**src/hdl/dekin_sqrt_pipe.sv**
```systemverilog
// Pipelined floor square root, one result bit per stage.
module dekin_sqrt_pipe #(
	parameter int N  = 24,
	parameter int SW = 1
) (
	input  logic            clk,
	input  logic            arst_n,
	input  logic            en,
	input  logic            vin,
	input  logic [2*N-1:0]  rad,
	input  logic [SW-1:0]   sb_in,
	output logic            vout,
	output logic [N-1:0]    root,
	output logic [SW-1:0]   sb_out
);

	logic           v_q    [0:N];
	logic [N:0]     rem_q  [0:N];
	logic [N-1:0]   root_q [0:N];
	logic [2*N-1:0] rad_q  [0:N];
	logic [SW-1:0]  sb_q   [0:N];

	always_ff @(posedge clk or negedge arst_n) begin
		if (!arst_n) v_q[0] <= 1'b0;
		else if (en) v_q[0] <= vin;
	end

	always_ff @(posedge clk) begin
		if (en) begin
			rem_q[0]  <= '0;
			root_q[0] <= '0;
			rad_q[0]  <= rad;
			sb_q[0]   <= sb_in;
		end
	end

	for (genvar k = 0; k < N; k++) begin : g_stage
		logic [N+1:0] cand;
		logic [N+1:0] trial;
		logic [N+1:0] diff;
		logic         ge;

		assign cand  = {rem_q[k][N-1:0], rad_q[k][2*N-1 -: 2]};
		assign trial = {root_q[k], 2'b01};
		assign ge    = cand >= trial;
		assign diff  = ge ? cand - trial : cand;

		always_ff @(posedge clk or negedge arst_n) begin
			if (!arst_n) v_q[k+1] <= 1'b0;
			else if (en) v_q[k+1] <= v_q[k];
		end

		always_ff @(posedge clk) begin
			if (en) begin
				rem_q[k+1]  <= diff[N:0];
				root_q[k+1] <= {root_q[k][N-2:0], ge};
				rad_q[k+1]  <= rad_q[k] << 2;
				sb_q[k+1]   <= sb_q[k];
			end
		end
	end

	assign vout   = v_q[N];
	assign root   = root_q[N];
	assign sb_out = sb_q[N];

endmodule

```
**config.mk**
```make
export PLATFORM = sky130hd
export DESIGN_NAME = dekin_sqrt_pipe
export DESIGN_NICKNAME = d
export VERILOG_FILES = /design/src/hdl/dekin_sqrt_pipe.sv
export SDC_FILE = /design/constraint.sdc
export NUM_CORES = 2
export LEC_CHECK = 0
export BUFFER_PORTS_ARGS = -buffer_cell sky130_fd_sc_hd__buf_2
export CORE_MARGIN = 4
export CORE_UTILIZATION = 35
export DETAILED_ROUTE_END_ITERATION = 8
export SYNTH_ARGS = -nofsm -noshare
export SYNTH_HDL_FRONTEND = slang
export SYNTH_SLANG_ARGS = --single-unit
```
**constraint.sdc**
```tcl
create_clock -name clk -period 6.25 [get_ports clk]
set_input_delay 0 -clock clk [delete_from_list [all_inputs] [get_ports clk]]
set_output_delay 0 -clock clk [all_outputs]
set_load 0.02 [all_outputs]
```
==> run_summary.xml <==
<?xml version="1.0" encoding="UTF-8"?>
<metrics>
  <group name="status">
    <metric name="result_of_the_run" unit="">finished clean</metric>
  </group>
  <group name="synthesis">
    <metric name="cell_type_contributing_the_most_total_cell_area_after_synthesis" unit="">edfxtp_1</metric>
    <metric name="yosys-top-cells-area" unit="">edfxtp_1 66%, ha_1 6.2%, xnor2_1 2.8%, xor2_1 2.6%, inv_1 2.3%</metric>
    <metric name="synth-seq-cells" unit="">1472</metric>
    <metric name="synth_async_sr_flop_share" unit="%">1.70</metric>
    <metric name="net_count_after_synthesis" unit="">5246</metric>
    <metric name="seq_total_area_yosys" unit="%">66.7</metric>
    <metric name="yosysUniqueCellTypes" unit="">84</metric>
    <metric name="avgSynthCellArea" unit="µm²">13.6</metric>
    <metric name="synthesis.instances" unit="">4868</metric>
    <metric name="synth_edf_count" unit="">1447</metric>
    <metric name="syn-cell-area" unit="µm²">66100</metric>
    <metric name="synth_top_area_share" unit="%">65.8</metric>
    <metric name="ys.warnings.count" unit="">0</metric>
    <metric name="synth-main-ff-cell" unit="">edfxtp_1</metric>
  </group>
  <group name="timing">
    <metric name="totalNegativeSetupSlack" unit="ps">0</metric>
    <metric name="rsz0062_at_grt" unit="">false</metric>
    <metric name="slew_headroom" unit="%">29.5</metric>
    <metric name="setup-violations-final" unit="">0</metric>
    <metric name="clock.fmax" unit="GHz">0.249</metric>
    <metric name="worst_slew_pin_slew" unit="ps">1060</metric>
    <metric name="final_max_slew_viol_count" unit="">0</metric>
    <metric name="fin_crit" unit="ps">4020</metric>
    <metric name="final-hold-violation-count" unit="">0</metric>
    <metric name="timing.clock.skew" unit="ps">44.2</metric>
    <metric name="min_period_over_period" unit="%">64.3</metric>
    <metric name="hold-worst-slack" unit="ps">233</metric>
  </group>
  <group name="floorplan">
    <metric name="std_cell_rows" unit="">159</metric>
    <metric name="die_h" unit="µm">443</metric>
    <metric name="die_width" unit="µm">443</metric>
    <metric name="core" unit="µm²">188000</metric>
    <metric name="initial_standard_cell_utilization_of_the_core" unit="%">35.2</metric>
    <metric name="fp.dieArea" unit="µm²">196000</metric>
    <metric name="count_of_boundary_i_o_pins" unit="">79</metric>
  </group>
  <group name="clock_tree">
    <metric name="cts.reportedPaths.clkPinSlew" unit="ps">60</metric>
    <metric name="tritoncts_clock_tree" unit="">built</metric>
    <metric name="insertion_delay_to_the_later_sink_of_the_worst_skew_pair" unit="ps">790</metric>
    <metric name="cts.htree.levels" unit="">4</metric>
    <metric name="cts_root_buf" unit="">clkbuf_16</metric>
    <metric name="post_cts_buffers" unit="">0</metric>
    <metric name="numCtsBuffers" unit="">164</metric>
    <metric name="tritoncts_num_sinks" unit="">1472</metric>
    <metric name="clockBufferDepth" unit="">3</metric>
  </group>
  <group name="setup_path">
    <metric name="critical_path.slowest_cell" unit="">nor4_1</metric>
    <metric name="critical_path.max_stage_delay" unit="ps">580</metric>
    <metric name="worst_setup_slack_for_register_to_register_paths" unit="ps">2230</metric>
    <metric name="critical_path_arrival" unit="ps">4560</metric>
    <metric name="path_common_cell" unit="">o21ai_0</metric>
    <metric name="timing.critical_path.fanout_max" unit="">24</metric>
    <metric name="worstPathCellList" unit="">ha_1 &gt; nor2b_1 &gt; o21ai_0 &gt; a21boi_0 &gt; nor4_1 &gt; o31a_1 &gt; o21ai_0 &gt; a211oi_4 &gt; buf_4 &gt; mux2_2</metric>
    <metric name="cp.required" unit="ps">6790</metric>
    <metric name="worst-r2r-cell-count" unit="">10</metric>
    <metric name="crit_path_start_kind" unit="">register</metric>
    <metric name="critical_path_class" unit="">reg -&gt; reg</metric>
    <metric name="timing.critical_path.to_type" unit="">register</metric>
  </group>
  <group name="drt">
    <metric name="dr.pass1.iters" unit="">5</metric>
    <metric name="drt-vias-per-instance" unit="">4.78</metric>
    <metric name="route.detailed.wl_per_inst" unit="µm">14.7</metric>
    <metric name="totalWireLength" unit="mm">115</metric>
    <metric name="total_drc_errors_in_the_routed_layout" unit="">0</metric>
    <metric name="routed-via-count" unit="">37200</metric>
    <metric name="drt_first_iter_violations" unit="">1694</metric>
    <metric name="antenna_violating_nets_post_route" unit="">0</metric>
  </group>
  <group name="global_routing">
    <metric name="grt_start_max_net_pins" unit="">183</metric>
    <metric name="globalRoute.totalOverflow" unit="">0</metric>
    <metric name="grt_antenna_before_repair" unit="">0</metric>
    <metric name="groute.usage.overall" unit="%">11.5</metric>
    <metric name="grt_pass1_wl" unit="mm">187</metric>
    <metric name="via_count_of_the_first_global_routing_pass" unit="">37600</metric>
  </group>
  <group name="worst_hold_path">
    <metric name="worstHoldPathType" unit="">in -&gt; async</metric>
  </group>
  <group name="run">
    <metric name="max_cap_violations" unit="">0</metric>
  </group>
  <group name="cells_and_area">
    <metric name="final_core_util" unit="%">40.5</metric>
    <metric name="instances_no_fill" unit="">7793</metric>
    <metric name="layout-drive-gt1-share" unit="%">9.08</metric>
    <metric name="finalNetCount" unit="">5541</metric>
    <metric name="antenna_cells" unit="">0</metric>
    <metric name="num-fill-cells" unit="">17300</metric>
    <metric name="syn_to_final_growth" unit="%">15.0</metric>
  </group>
  <group name="power">
    <metric name="power-per-cell-area" unit="nW/µm²">353</metric>
    <metric name="ir_worst_vdd" unit="V">0.000228</metric>
    <metric name="power" unit="W">0.0268</metric>
    <metric name="total_leakage_power" unit="nW">28.9</metric>
  </group>
  <group name="place">
    <metric name="globalplace.congestion" unit="">0.843</metric>
    <metric name="dp.cells" unit="">7387</metric>
    <metric name="buffers_on_ports" unit="">78</metric>
    <metric name="dpl.hpwl" unit="mm">77.8</metric>
  </group>
</metrics>
==> logic make-up after synthesis <==
group | synth area share (%)
AO/OA/AOI/OAI | 8.62
multiplexers | 1.64
AND/OR/NAND/NOR | 8.65
XOR/XNOR | 5.49
other | 0.00567
adder cells (fa/ha/maj) | 6.15
flip-flops | 66.7
buffers and inverters | 2.75
==> power by group <==
| part | total [W] | internal (W) | switching (W) |
|---|---|---|---|
| sequential | 0.0130 | 0.0124 | 0.000627 |
| clock | 0.00930 | 0.00537 | 0.00393 |
| combinational | 0.00453 | 0.00205 | 0.00248 |
| total | 0.0268 | 0.0198 | 0.00703 |
==> registers in the layout, summed over array words and instances (netlist names) <==
signal  flops
rad_q     600
rem_q     522
vout        1
v_q        24
root_q    300
sb_q       25
==> synth_stat cells (7+ instances only) <==
cell / number
a21boi_0: 14
mux2i_1: 14
xnor2_1: 215
nor2_1: 280
o31a_1: 8
o31ai_1: 39
and3_1: 20
and2_1: 15
clkbuf_1: 66
nor4_1: 58
mux2_2: 84
o21bai_1: 16
o21a_1: 64
nand4b_1: 7
nor3b_1: 7
o211ai_1: 18
or4_1: 25
or3_1: 38
xor2_1: 199
nor2b_1: 41
a211oi_1: 24
a211o_1: 8
a21oi_1: 269
or2_2: 27
buf_2: 7
edfxtp_1: 1447
a21o_1: 107
nand2_1: 313
ha_1: 325
a31oi_1: 33
a311oi_1: 7
nand3_1: 82
and4_1: 8
o21ai_0: 245
nand3b_1: 17
nand4_1: 43
inv_1: 398
nor3_1: 108
dfrtp_1: 25
nand2b_1: 54
==> per-layer routing <==
layer / global-route usage (%) / up-vias / share of wire [%]
met5: 0 / - / 0
met4: 5.40 / 0 / 4.0
met3: 2.33 / 255 / 3.8
met2: 21.0 / 598 / 52
met1: 12.9 / 17700 / 41
li1: - / 18600 / -
==> stage by stage <==
step | instance area (µm²) | setup slack [ps]
4_1_cts | 76000 | 2250
3_3_place_gp | 69600 | 2330
5_1_grt | 76000 | 1850
6_report | 76000 | 2230
2_1_floorplan | 66100 | 2950
3_5_place_dp | 69600 | 2270
==> critical path: cells and delay by family (launching register included) <==
kind | cells | cell delay [ps]
AO/OA/AOI/OAI | 5 | 1530
adder cells (fa/ha/maj) | 1 | 370
buffers and inverters | 1 | 350
flip-flops | 1 | 420
multiplexers | 1 | 360
AND/OR/NAND/NOR | 2 | 730
==> final cells by class <==
class	instances	area, µm²	share of cell area [%]
tap	2495	3120	4.11
timing repair buffer	209	1750	2.30
multi-input combinational	2916	20200	26.6
clock buffer	204	4310	5.67
inverter	400	1500	1.98
sequential	1472	44100	58.0
clock inverter	97	995	1.31
==> repair_timing <==
action	4_1_cts	5_1_grt
endpoints found under the hold margin	211	0
hold buffers	105	0
resized for setup	0	0
==> final timing paths <==
path,end,start
max in group asynchronous,v_q[8],arst_n
worst min register to register,rad_q[0][155],rad_q[0][105]
worst min-delay path,v_q[2],arst_n
worst max-delay path,rem_q[1][160],rem_q[1][125]
min in group clk,rad_q[0][155],rad_q[0][105]
worst max register to register,rem_q[1][160],rem_q[1][125]
==> placed cells by master, fill, tap and decap left out, types with 27 or more instances in the layout <==
| cell | count |
|---|---|
| ha_1 | 325 |
| a21o_1 | 107 |
| nor3_1 | 108 |
| xor2_1 | 199 |
| edfxtp_1 | 1447 |
| nand2_1 | 313 |
| nand2b_1 | 54 |
| o21ai_0 | 245 |
| o31ai_1 | 39 |
| dlygate4sd3_1 | 104 |
| nor2b_1 | 41 |
| or3_1 | 38 |
| nand3_1 | 82 |
| or2_2 | 27 |
| xnor2_1 | 215 |
| inv_1 | 398 |
| nor4_1 | 58 |
| clkinv_2 | 34 |
| a21oi_1 | 269 |
| clkinv_1 | 27 |
| mux2_2 | 84 |
| buf_2 | 77 |
| clkbuf_16 | 166 |
| clkbuf_1 | 34 |
| a31oi_1 | 31 |
| nand4_1 | 43 |
| o21a_1 | 64 |
| nor2_1 | 280 |
(Power assumes the default switching activity.)
